[src/sv/as_path_pattern_matcher_macros.svh]
// Assertion macros for the AS path pattern matcher.
// Used by the top level only; no other dependencies.
`ifndef AS_PATH_PATTERN_MATCHER_MACROS_SVH
`define AS_PATH_PATTERN_MATCHER_MACROS_SVH

`ifndef SYNTH
`define APPM_ASSERT_NEXT(label, ante, cons, msg) \
    label: assert property (@(posedge i_clk) disable iff (!i_rst_n) (ante) |=> (cons)) \
        else $error(msg);
`define APPM_ASSERT_SAME(label, ante, cons, msg) \
    label: assert property (@(posedge i_clk) disable iff (!i_rst_n) (ante) |-> (cons)) \
        else $error(msg);
`else
`define APPM_ASSERT_NEXT(label, ante, cons, msg)
`define APPM_ASSERT_SAME(label, ante, cons, msg)
`endif

`endif

[src/sv/appm_pkg.sv]
// Shared types and constants of the AS path pattern matcher.
// Used by the controller, the datapath and the top level.
`default_nettype none

package appm_pkg;

    localparam logic [1:0] OP_PATH = 2'd0;
    localparam logic [1:0] OP_END  = 2'd1;
    localparam logic [1:0] OP_LOAD = 2'd2;

    localparam logic [1:0] MODE_ANY    = 2'd0;
    localparam logic [1:0] MODE_STARTS = 2'd1;
    localparam logic [1:0] MODE_ENDS   = 2'd2;
    localparam logic [1:0] MODE_EXACT  = 2'd3;

    localparam logic REG_MODE = 1'b0;
    localparam logic REG_LEN  = 1'b1;

    typedef struct packed {
        logic take_path;
        logic take_load;
        logic scan_init;
        logic scan_step;
        logic finish_path;
        logic finish_end;
    } t_cmd;

    typedef struct packed {
        logic len_zero;
        logic scan_last;
        logic out_free;
    } t_status;

endpackage

`default_nettype wire

[src/sv/appm_ctrl.sv]
// Controller state machine of the AS path pattern matcher.
// Depends on appm_pkg; drives the datapath through command and status structs.
`default_nettype none

module appm_ctrl (
    input  wire logic            i_clk,
    input  wire logic            i_rst_n,
    input  wire logic            i_valid,
    input  wire logic [1:0]      i_opcode,
    output logic                 o_ready,
    input  wire appm_pkg::t_status i_status,
    output appm_pkg::t_cmd       o_cmd
);

    typedef enum logic [2:0] {
        S_IDLE = 3'b001,
        S_SCAN = 3'b010,
        S_DONE = 3'b100
    } t_state;

    t_state r_state, n_state;
    logic   r_is_end, n_is_end;

    assign o_ready = (r_state == S_IDLE);

    always_comb begin
        n_state  = r_state;
        n_is_end = r_is_end;
        o_cmd    = '0;
        unique case (r_state)
            S_IDLE: begin
                if (i_valid) begin
                    priority if (i_opcode == appm_pkg::OP_PATH) begin
                        o_cmd.take_path = 1'b1;
                        o_cmd.scan_init = 1'b1;
                        n_is_end        = 1'b0;
                        n_state         = i_status.len_zero ? S_DONE : S_SCAN;
                    end else if (i_opcode == appm_pkg::OP_END) begin
                        o_cmd.scan_init = 1'b1;
                        n_is_end        = 1'b1;
                        n_state         = i_status.len_zero ? S_DONE : S_SCAN;
                    end else if (i_opcode == appm_pkg::OP_LOAD) begin
                        o_cmd.take_load = 1'b1;
                    end else begin
                        n_state = S_IDLE;
                    end
                end
            end
            S_SCAN: begin
                o_cmd.scan_step = 1'b1;
                if (i_status.scan_last) begin
                    n_state = S_DONE;
                end
            end
            S_DONE: begin
                if (!r_is_end) begin
                    o_cmd.finish_path = 1'b1;
                    n_state           = S_IDLE;
                end else if (i_status.out_free) begin
                    o_cmd.finish_end = 1'b1;
                    n_state          = S_IDLE;
                end
            end
            default: begin
                n_state = S_IDLE;
            end
        endcase
    end

    always_ff @(posedge i_clk) begin
        if (!i_rst_n) begin
            r_state  <= S_IDLE;
            r_is_end <= 1'b0;
        end else begin
            r_state  <= n_state;
            r_is_end <= n_is_end;
        end
    end

endmodule

`default_nettype wire

[src/sv/appm_dp.sv]
// Datapath of the AS path pattern matcher: pattern store, path window,
// path flags, one shared slot comparator and the result register. Uses appm_pkg.
`default_nettype none

module appm_dp #(
    parameter int MAX_PATTERN = 16
) (
    input  wire logic              i_clk,
    input  wire logic              i_rst_n,
    input  wire appm_pkg::t_cmd    i_cmd,
    output appm_pkg::t_status      o_status,
    input  wire logic [31:0]       i_as_number,
    input  wire logic [3:0]        i_pattern_index,
    input  wire logic              i_wildcard_req,
    input  wire logic [1:0]        i_match_mode,
    input  wire logic [4:0]        i_pattern_length,
    input  wire logic              i_m_tready,
    output logic                   o_m_tvalid,
    output logic                   o_matched
);

    localparam int PAT_SLOTS = (MAX_PATTERN < 16) ? MAX_PATTERN : 16;
    localparam int SW = (PAT_SLOTS > 1) ? $clog2(PAT_SLOTS) : 1;
    localparam int LW = (MAX_PATTERN > 1) ? $clog2(MAX_PATTERN) : 1;
    localparam int CW = $clog2(MAX_PATTERN + 2);
    localparam int EW = $clog2(MAX_PATTERN + 1);
    localparam logic [7:0] MAX8   = 8'(MAX_PATTERN);
    localparam logic [7:0] SAT8   = 8'(MAX_PATTERN + 1);
    localparam logic [7:0] SLOTS8 = 8'(PAT_SLOTS);
    localparam logic [4:0] SLOTS5 = 5'(PAT_SLOTS);

    logic [31:0]   r_pval [PAT_SLOTS];
    logic          r_pwild [PAT_SLOTS];
    logic [31:0]   r_window [MAX_PATTERN];
    logic [CW-1:0] r_count;
    logic          r_prefix_ok;
    logic          r_found;
    logic          r_suf_ok;
    logic [LW-1:0] r_j;
    logic          r_out_valid;
    logic          r_matched;

    logic [7:0]    w_plen8;
    logic [7:0]    w_eff8;
    logic [EW-1:0] w_len;
    logic [7:0]    w_len8;
    logic [7:0]    w_count8;
    logic [CW-1:0] w_cnt_inc;
    logic [CW-1:0] w_cnt_after;
    logic [7:0]    w_rd_slot8;
    logic [7:0]    w_win_idx8;
    logic [31:0]   w_rd_data;
    logic          w_acc;
    logic          w_result;

    assign w_plen8  = 8'(i_pattern_length);
    assign w_eff8   = (w_plen8 > MAX8) ? MAX8 : w_plen8;
    assign w_len    = w_eff8[EW-1:0];
    assign w_len8   = 8'(w_len);
    assign w_count8 = 8'(r_count);

    assign w_cnt_inc   = (w_count8 < SAT8) ? r_count + CW'(1) : r_count;
    assign w_cnt_after = i_cmd.take_path ? w_cnt_inc : r_count;

    // One slot compare per cycle: the prefix slot when a path entry arrives,
    // otherwise the scan slot against its window entry.
    assign w_rd_slot8 = i_cmd.take_path ? w_count8 : 8'(r_j);
    assign w_win_idx8 = w_len8 - 8'd1 - 8'(r_j);
    assign w_rd_data  = i_cmd.take_path ? i_as_number : r_window[w_win_idx8[LW-1:0]];

    always_comb begin
        if (w_rd_slot8 < SLOTS8) begin
            w_acc = r_pwild[w_rd_slot8[SW-1:0]] || (r_pval[w_rd_slot8[SW-1:0]] == w_rd_data);
        end else begin
            w_acc = (w_rd_data == 32'd0);
        end
    end

    always_comb begin
        unique case (i_match_mode)
            appm_pkg::MODE_ANY:    w_result = r_found || r_suf_ok;
            appm_pkg::MODE_STARTS: w_result = r_prefix_ok && (w_count8 >= w_len8);
            appm_pkg::MODE_ENDS:   w_result = r_suf_ok;
            appm_pkg::MODE_EXACT:  w_result = r_prefix_ok && (w_count8 == w_len8);
            default:               w_result = 1'b0;
        endcase
    end

    assign o_status.len_zero  = (w_len8 == 8'd0);
    assign o_status.scan_last = (8'(r_j) == (w_len8 - 8'd1));
    assign o_status.out_free  = !r_out_valid || i_m_tready;

    assign o_m_tvalid = r_out_valid;
    assign o_matched  = r_matched;

    always_ff @(posedge i_clk) begin
        if (i_cmd.take_load && ({1'b0, i_pattern_index} < SLOTS5)) begin
            r_pval[i_pattern_index[SW-1:0]]  <= i_as_number;
            r_pwild[i_pattern_index[SW-1:0]] <= i_wildcard_req;
        end
        if (i_cmd.take_path) begin
            r_window[0] <= i_as_number;
            for (int k = 1; k < MAX_PATTERN; k++) begin
                r_window[k] <= r_window[k-1];
            end
        end
        if (i_cmd.scan_init) begin
            r_suf_ok <= (8'(w_cnt_after) >= w_len8);
            r_j      <= '0;
        end else if (i_cmd.scan_step) begin
            r_suf_ok <= r_suf_ok && w_acc;
            r_j      <= r_j + LW'(1);
        end
        if (i_cmd.finish_end) begin
            r_matched <= w_result;
        end
    end

    always_ff @(posedge i_clk) begin
        if (!i_rst_n) begin
            r_count     <= '0;
            r_prefix_ok <= 1'b1;
            r_found     <= 1'b0;
            r_out_valid <= 1'b0;
        end else begin
            if (i_cmd.take_path) begin
                r_count <= w_cnt_inc;
                if ((w_count8 < w_len8) && !w_acc) begin
                    r_prefix_ok <= 1'b0;
                end
            end
            if (i_cmd.finish_path && r_suf_ok) begin
                r_found <= 1'b1;
            end
            if (i_cmd.finish_end) begin
                r_count     <= '0;
                r_prefix_ok <= 1'b1;
                r_found     <= 1'b0;
                r_out_valid <= 1'b1;
            end else if (i_m_tready) begin
                r_out_valid <= 1'b0;
            end
        end
    end

endmodule

`default_nettype wire

[src/sv/as_path_pattern_matcher.sv]
// Top level of the AS path pattern matcher: register port, stream ports,
// controller and datapath. Depends on appm_pkg, appm_ctrl, appm_dp and the macro header.
//
// Channel   Direction  Request carries
// s_*       in         one path entry, end of path, pattern load or ignored code
// m_*       out        match bit of a completed path
// APB       in/out     match_mode at 0x0, pattern_length at 0x4
//
// A path entry or end of path scans L slots, L being pattern_length capped
// at MAX_PATTERN: one slot is compared per cycle by the single shared comparator.
// A pattern load or an unknown code is taken while idle. Reset is synchronous and
// clears the path state and the output; pattern slots hold nothing until loaded.
// An end of path waits in its last cycle while a previous result is not taken.
`default_nettype none
`include "as_path_pattern_matcher_macros.svh"

module as_path_pattern_matcher #(
    parameter int MAX_PATTERN = 16
) (
    input  wire logic        i_clk,
    input  wire logic        i_rst_n,
    input  wire logic        s_tvalid,
    output logic             s_tready,
    input  wire logic [39:0] s_tdata,   // as_number[31:0], pattern_index[35:32],
                                        // wildcard_req[36], zero[39:37]
    input  wire logic [1:0]  s_tuser,   // opcode[1:0]
    output logic             m_tvalid,
    input  wire logic        m_tready,
    output logic [7:0]       m_tdata,   // matched[0], zero[7:1]
    input  wire logic        psel,
    input  wire logic        penable,
    input  wire logic        pwrite,
    input  wire logic [2:0]  paddr,
    input  wire logic [31:0] pwdata,
    output logic [31:0]      prdata,
    output logic             pready
);

    logic [1:0] r_mode;
    logic [4:0] r_plen;

    appm_pkg::t_cmd    w_cmd;
    appm_pkg::t_status w_status;
    logic              w_matched;

    assign pready = 1'b1;
    assign prdata = (paddr[2] == appm_pkg::REG_LEN) ? {27'd0, r_plen} : {30'd0, r_mode};

    always_ff @(posedge i_clk) begin
        if (!i_rst_n) begin
            r_mode <= appm_pkg::MODE_ANY;
            r_plen <= 5'd0;
        end else if (psel && penable && pwrite && pready) begin
            if (paddr[2] == appm_pkg::REG_MODE) begin
                r_mode <= pwdata[1:0];
            end else begin
                r_plen <= pwdata[4:0];
            end
        end
    end

    appm_ctrl u_ctrl (
        .i_clk    (i_clk),
        .i_rst_n  (i_rst_n),
        .i_valid  (s_tvalid),
        .i_opcode (s_tuser),
        .o_ready  (s_tready),
        .i_status (w_status),
        .o_cmd    (w_cmd)
    );

    appm_dp #(
        .MAX_PATTERN (MAX_PATTERN)
    ) u_dp (
        .i_clk            (i_clk),
        .i_rst_n          (i_rst_n),
        .i_cmd            (w_cmd),
        .o_status         (w_status),
        .i_as_number      (s_tdata[31:0]),
        .i_pattern_index  (s_tdata[35:32]),
        .i_wildcard_req   (s_tdata[36]),
        .i_match_mode     (r_mode),
        .i_pattern_length (r_plen),
        .i_m_tready       (m_tready),
        .o_m_tvalid       (m_tvalid),
        .o_matched        (w_matched)
    );

    assign m_tdata = {7'd0, w_matched};

    `APPM_ASSERT_NEXT(a_end_blocks_input, s_tvalid && s_tready && (s_tuser == appm_pkg::OP_END), !s_tready, "end of path request did not start a scan")
    `APPM_ASSERT_NEXT(a_load_one_cycle, s_tvalid && s_tready && (s_tuser == appm_pkg::OP_LOAD), s_tready, "pattern load request took more than one cycle")
    `APPM_ASSERT_SAME(a_out_padding, m_tvalid, m_tdata[7:1] == 7'd0, "result padding bits are not zero")

endmodule

`default_nettype wire
[config.mk]
export PLATFORM = sky130hd
export DESIGN_NAME = as_path_pattern_matcher
export DESIGN_NICKNAME = d
export VERILOG_FILES = /design/src/sv/appm_pkg.sv /design/src/sv/appm_ctrl.sv /design/src/sv/appm_dp.sv /design/src/sv/as_path_pattern_matcher.sv
export VERILOG_INCLUDE_DIRS = /design/src /design/src/sv
export SDC_FILE = /design/constraint.sdc
export NUM_CORES = 1
export LEC_CHECK = 0
export BUFFER_PORTS_ARGS = -buffer_cell sky130_fd_sc_hd__buf_2
export CELL_PAD_IN_SITES_DETAIL_PLACEMENT = 1
export CELL_PAD_IN_SITES_GLOBAL_PLACEMENT = 1
export CORE_MARGIN = 2
export CORE_UTILIZATION = 54
export DETAILED_ROUTE_END_ITERATION = 10
export PLACE_DENSITY_LB_ADDON = 0.1
export SYNTH_ARGS = -nofsm -noshare
export SYNTH_HDL_FRONTEND = slang
export SYNTH_SLANG_ARGS = --single-unit
[constraint.sdc]
create_clock -name i_clk -period 14.6 [get_ports i_clk]
set_input_delay 2.92 -clock i_clk [delete_from_list [all_inputs] [get_ports i_clk]]
set_output_delay 2.92 -clock i_clk [all_outputs]
set_load 0.1 [all_outputs]
; ---- Word-level counts from Yosys, hierarchy flattened
; Memories as Yosys holds them, arrays and structs flattened.
; Cells that the tools add are included.
[op_classes]
addsub = 4
magnitude_cmp = 6
eq_ne = 15
n_mux = 40
bitwise = 2
n_reduce_logical = 25
[op_table]
columns = op, count
row1 = == test 32 bit, 1
row2 = zero test 32 bit, 1
row3 = 2-to-1 mux 32 bit, 1
row4 = 2-to-1 mux 3 bit, 10
row5 = 2-to-1 mux 5 bit, 5
row6 = 2-to-1 mux 1 bit, 21
row7 = >= comparator 5 bit, 2
row8 = one-hot mux 3 bit (3 select lines), 1
row9 = == test 4 x 8 -> 1 bit, 1
row10 = zero test 8 bit, 1
row11 = < comparator 8 x 5 -> 1 bit (second input constant), 1
row12 = logical AND 1 bit, 7
row13 = == test 2 bit (second input constant), 3
row14 = AND reduction 2 bit, 3
row15 = nonzero test 2 bit, 3
row16 = subtractor 5 x 1 -> 6 bit (second input constant), 1
row17 = adder 5 x 1 -> 5 bit (second input constant), 1
row18 = == test 5 bit, 1
row19 = greater-than comparator 5 bit (second input constant), 1
row20 = < comparator 5 bit, 1
row21 = < comparator 5 bit (second input constant), 1
row22 = adder 4 x 1 -> 4 bit (second input constant), 1
row23 = == test 2 x 1 -> 1 bit (second input constant), 2
row24 = zero test 2 bit, 2
row25 = other kinds (16), 20
[totals]
ff_bits = 25
mem_bits_rw = 1040
input_bits = 84
output_inout_bits = 43
wordCells = 106
mem_count = 3
[memory_table]
columns = memory, depth, width, read_ports, rd_clocked_by_memory_dff, write_ports, line_no
row1 = u_dp.r_pval, 16, 32, 1, 0, 1, appm_dp.sv:32  ; logic [31:0] r_pval [PAT_SLOTS];
row2 = u_dp.r_window, 16, 32, 16, 0, 16, appm_dp.sv:34  ; logic [31:0] r_window [MAX_PATTERN];
row3 = u_dp.r_pwild, 16, 1, 1, 0, 1, appm_dp.sv:33  ; logic r_pwild [PAT_SLOTS];

; ---- Logic depth before layout (Yosys ltp)
; An unclocked memory read counts as a cell.
[depth]
ltp_word = 14
ltp_mapped = 21
mapped_depth_nobuf = 17

; ---- Hierarchy
; A second synthesis with hierarchy kept.
[hier_totals]
cells_unflattened = 1984
area_unflattened_um2 = 42366.9
[by_module_without_submodules]
columns = module, n_inst, cells_per_inst, area_each_um2, seq_area_each_um2
row1 = appm_dp, 1, 1878, 41432.2, 31530.2
row2 = as_path_pattern_matcher, 1, 72, 613.1, 140.1
row3 = appm_ctrl, 1, 34, 321.6, 80.1

; ---- Least setup slack after synthesis
; No wires, ideal clock.
[synth_timing]
kind = in2reg
start = input port s_tuser[1]
end = register u_dp.r_suf_ok, data pin
setup_ps = 152
arrival_time_ps = 12538
required_time_ps = 14448
path_slack_ps = 1910
path_stages = 14
n_path_buf = 3
path_cell_list = nor3b_1 > buf_2 > nand2_1 > inv_2 > buf_2 > o21ai_1 > buf_2 > a222oi_1 > a211oi_1 > xnor2_1 > nand2_1 > a2111oi_1 > nand3_1 > a31oi_1
[synth_lines]
columns = element, line_no
row1 = from (decl), as_path_pattern_matcher.sv:26  ; input wire logic [1:0] s_tuser,
row2 = to (signal assigned), appm_dp.sv:108  ; r_suf_ok <= (8'(w_cnt_after) >= w_len8);
row3 = to (signal assigned), appm_dp.sv:111  ; r_suf_ok <= r_suf_ok && w_acc;
row4 = to (decl), appm_dp.sv:38  ; logic r_suf_ok;

; ---- Worst setup path after layout
[layout_timing]
start = input port s_tuser[1]
end = register u_dp.r_suf_ok, data pin
[layout_between]
elab_chain_len = 12
[layout_lines]
columns = element, line_no
row1 = zero test 2 bit, appm_ctrl.sv:33  ; priority if (i_opcode == appm_pkg::OP_PATH) begin
row2 = 2-to-1 mux 1 bit, appm_ctrl.sv:33
row3 = 2-to-1 mux 3 bit *, appm_ctrl.sv:32  ; if (i_valid) begin
row4 = 2-to-1 mux 3 bit *, appm_ctrl.sv:30  ; unique case (r_state)
row5 = 2-to-1 mux 5 bit, appm_dp.sv:67  ; assign w_rd_slot8 = i_cmd.take_path ? w_count8 : 8'(r_j);
row6 = memory (16 x 32 bit), -
row7 = == test 32 bit, appm_dp.sv:73  ; w_acc = r_pwild[w_rd_slot8[SW-1:0]] || (r_pval[w_rd_slot8[SW-1:0]] == w_rd_data);
row8 = logical OR 1 bit, appm_dp.sv:73
row9 = 2-to-1 mux 1 bit, appm_dp.sv:72  ; if (w_rd_slot8 < SLOTS8) begin
row10 = logical AND 1 bit, appm_dp.sv:111
row11 = 2-to-1 mux 1 bit, appm_dp.sv:110  ; end else if (i_cmd.scan_step) begin
row12 = 2-to-1 mux 1 bit *, appm_dp.sv:107  ; if (i_cmd.scan_init) begin
; Mark *: on every way between the ends. The rest lies on a longest branch, timed or not. The select of a mux whose other input is x is not followed.
; A chain may end at the register's enable or synchronous reset.

==> results.toml <==
[sta]
fin_ws_ns = 6.35
setup_tns_ns = 0
relSlewSlack_pct = 16.4
whs_ns = 0.433
period_minus_slack_ns = 8.25
hold_violations = 0
skew_ns = 0.0233
finalSetupViolCount = 0
timing.final.crit_share_pct = 56.5
worst_slew_pin_slew_ns = 1.25
clock.fmax_ghz = 0.121
rsz0062_at_grt = "false"
drv_slew = 0

[final_layout]
nFillCells = 6763
area_growth_pct = 11.7
nets = 2592
drive_gt1_share_pct = 18.7
fin_cells = 3633

[global_route]
grt_pass1_wl_um = 164000
antenna_found_initial = 9
overflow = 0
grt_pass1_vias = 24545
grt_use_total_pct = 27.5
grt_max_degree = 88

[pwr]
power_density_nw_per_um2 = 139
p_leak_nw = 15.5
irDropWorstVdd_v = 0.000119
total_power_mw = 6.64

[floorplanning]
die_area_um2 = 81700
dieHeight_um = 286
ios = 127
die_w_um = 286
start_util_pct = 54.4
rows = 103
core_um2 = 78700

[status]
outcome = "finished, final reports clean"

[clocking]
clk_pin_slew_ns = 0.06
holdBufCountCts = 0
htreeDepth = 3
cts_max_path_buffers = 3
cts_tree = "built"
cts_resized = 0
cts_inserted_buffers = 109
cts.sinks = 1065
clkLatencyLatePin_ns = 0.67
cts-root-buf = "clkbuf_16"
cts_setup_buffers = 0

[worst_hold_path]
hp-class = "reg2reg"
hold_depth = 0

[synthesis]
ys_warn_count = 0
synth_area_um2 = 42900
synthCells = 2395
ys_ff_latch = 1065
synth_edf_count = 1042
yosys-top-cells-area = "edfxtp_1 73%, mux4_2 7.3%, mux2i_1 3.5%"
synth-main-ff-cell = "edfxtp_1"
yosys.area.top_type = "edfxtp_1"
yosysSeqAreaShare_pct = 74.1
netlist.area_leader.share_pct = 73.0
ys_top_cells_by_count = "1042 x edfxtp_1, 154 x nand2_1, 149 x mux2i_1"
postSynthAreaPerCell_um2 = 17.9
synth.most_common_cell = "edfxtp_1"
ys_types = 80
synth-async-reset-ratio_pct = 0

[route]
drc = 0
drt_iter0_drc = 2519
wl_per_cell_um = 30.4
vias_per_cell = 6.44
wl_um = 110000
antenna_left = 0
vias = 23381
first_pass_iters = 5

[setup_path]
crit_required_ns = 15.11
reg2reg_depth = 16
path_max_fanout = 84
crit_arrival_ns = 8.76
cp-start-kind = "input port"
crit_type = "in2reg"
endpoint_kind = "register"

[run]
cap_viol_max_count = 0

[place]
dp_cells = 3429
port_buffers = 59
gp_congestion = 0.799
preCtsSetupSlack_ns = 5.88
dp_hpwl_um = 62300
report_power, final:
part	switching, mW	leakage [nW]	internal [mW]	total [mW]
logic	0.307	4.12	0.140	0.448
registers	0.0298	9.62	3.43	3.46
clock network	1.17	1.71	1.57	2.74
total	1.50	15.5	5.14	6.64
layer usage:
layer  routed length, µm  vias to the layer above  share of wire [%]  track usage [%]
met5                  47                        -              0.043                0
met2               52400                      958                 47             43.5
li1                    -                     9891                  -                -
met1               46000                    12321                 42             39.4
met4                3020                        8                2.7             8.57
met3                8890                      203                8.0             4.95
layout by cell type (no fill, tap or decap), drive strengths merged, types with 6 or more instances in the layout:
cell         n
a222oi      11
nor2b       12
a22oi       14
buf        125
dfxtp       23
a311oi      16
a2111oi      7
mux2i      149
nand2b       7
nor4         8
xnor2       27
xor2         8
mux4       139
a211oi     134
nor2        49
o21ai       37
a31oi       24
o22ai        9
nand3       32
clkinvlp     7
nand2      156
ha          17
a21o         6
nand4       12
a21oi       44
clkinv      45
o221ai       8
inv         22
and3        92
conb        35
nor3        15
mux2        15
edfxtp    1042
clkbuf     138
and2        11
a32oi       11
o21a         6
bufinv       8
worst paths after layout:
check | from | end | slack (ns)
setup reg to reg | u_ctrl.r_state[2]$_SDFFE_PN0P_ | u_dp.r_suf_ok$_DFFE_PP_ | 7.90
setup / recovery | s_tuser[1] | u_dp.r_suf_ok$_DFFE_PP_ | 6.35
hold reg to reg | u_dp.r_window[12][11]$_DFFE_PP_ | u_dp.r_window[13][11]$_DFFE_PP_ | 0.43
hold / removal | u_dp.r_window[12][11]$_DFFE_PP_ | u_dp.r_window[13][11]$_DFFE_PP_ | 0.43
final cells by class:
cell class	instances	area, µm²	share of cell area [%]
well taps	1050	1310	2.74
inverters	18	75.1	0.157
clock buffers	138	2950	6.17
clock inverters	64	548	1.14
flip-flops and latches	1065	31800	66.3
diodes	2	5.00	0.0105
multi-input cells	1171	10400	21.8
repair buffers	125	791	1.65
state kept, by name (all words and copies together) (netlist names), 2 cells and up:
signal,flops
r_mode,2
r_plen,5
u_dp.r_window,512
u_dp.r_count,5
u_dp.r_pval,512
u_dp.r_pwild,16
u_ctrl.r_state,3
u_dp.r_j,4
logic make-up after synthesis:
group	share of synthesized area, %
DFF	74.1
other	0.0175
AOI/OAI and AO/OA	6.17
adders and majority gates	0.543
buffers and inverters	2.43
xor gates and xnor gates	0.768
and+or+nand+nor	4.83
muxes	11.2
metrics by stage:
stage	instance area (µm²)	util, %
4_1_cts	47900	60.8
6_report	47900	60.8
3_3_place_gp	44400	56.3
3_5_place_dp	44400	56.3
2_1_floorplan	43000	-
5_1_grt	47900	60.8
worst max-delay path, cell delays in order:
cell and delay (ns):
buf_2 0.14, or3b_1 0.52, o21ai_4 0.17, buf_4 0.64
nand2_8 0.53, buf_4 0.51, a211oi_1 0.34, a2111oi_0 0.12
a211oi_1 0.96, xnor2_1 0.21, nand4_1 0.15, a2111oi_1 0.75
nand3_1 0.46, a31oi_1 0.28
Power figures use the tool's default switching activity.
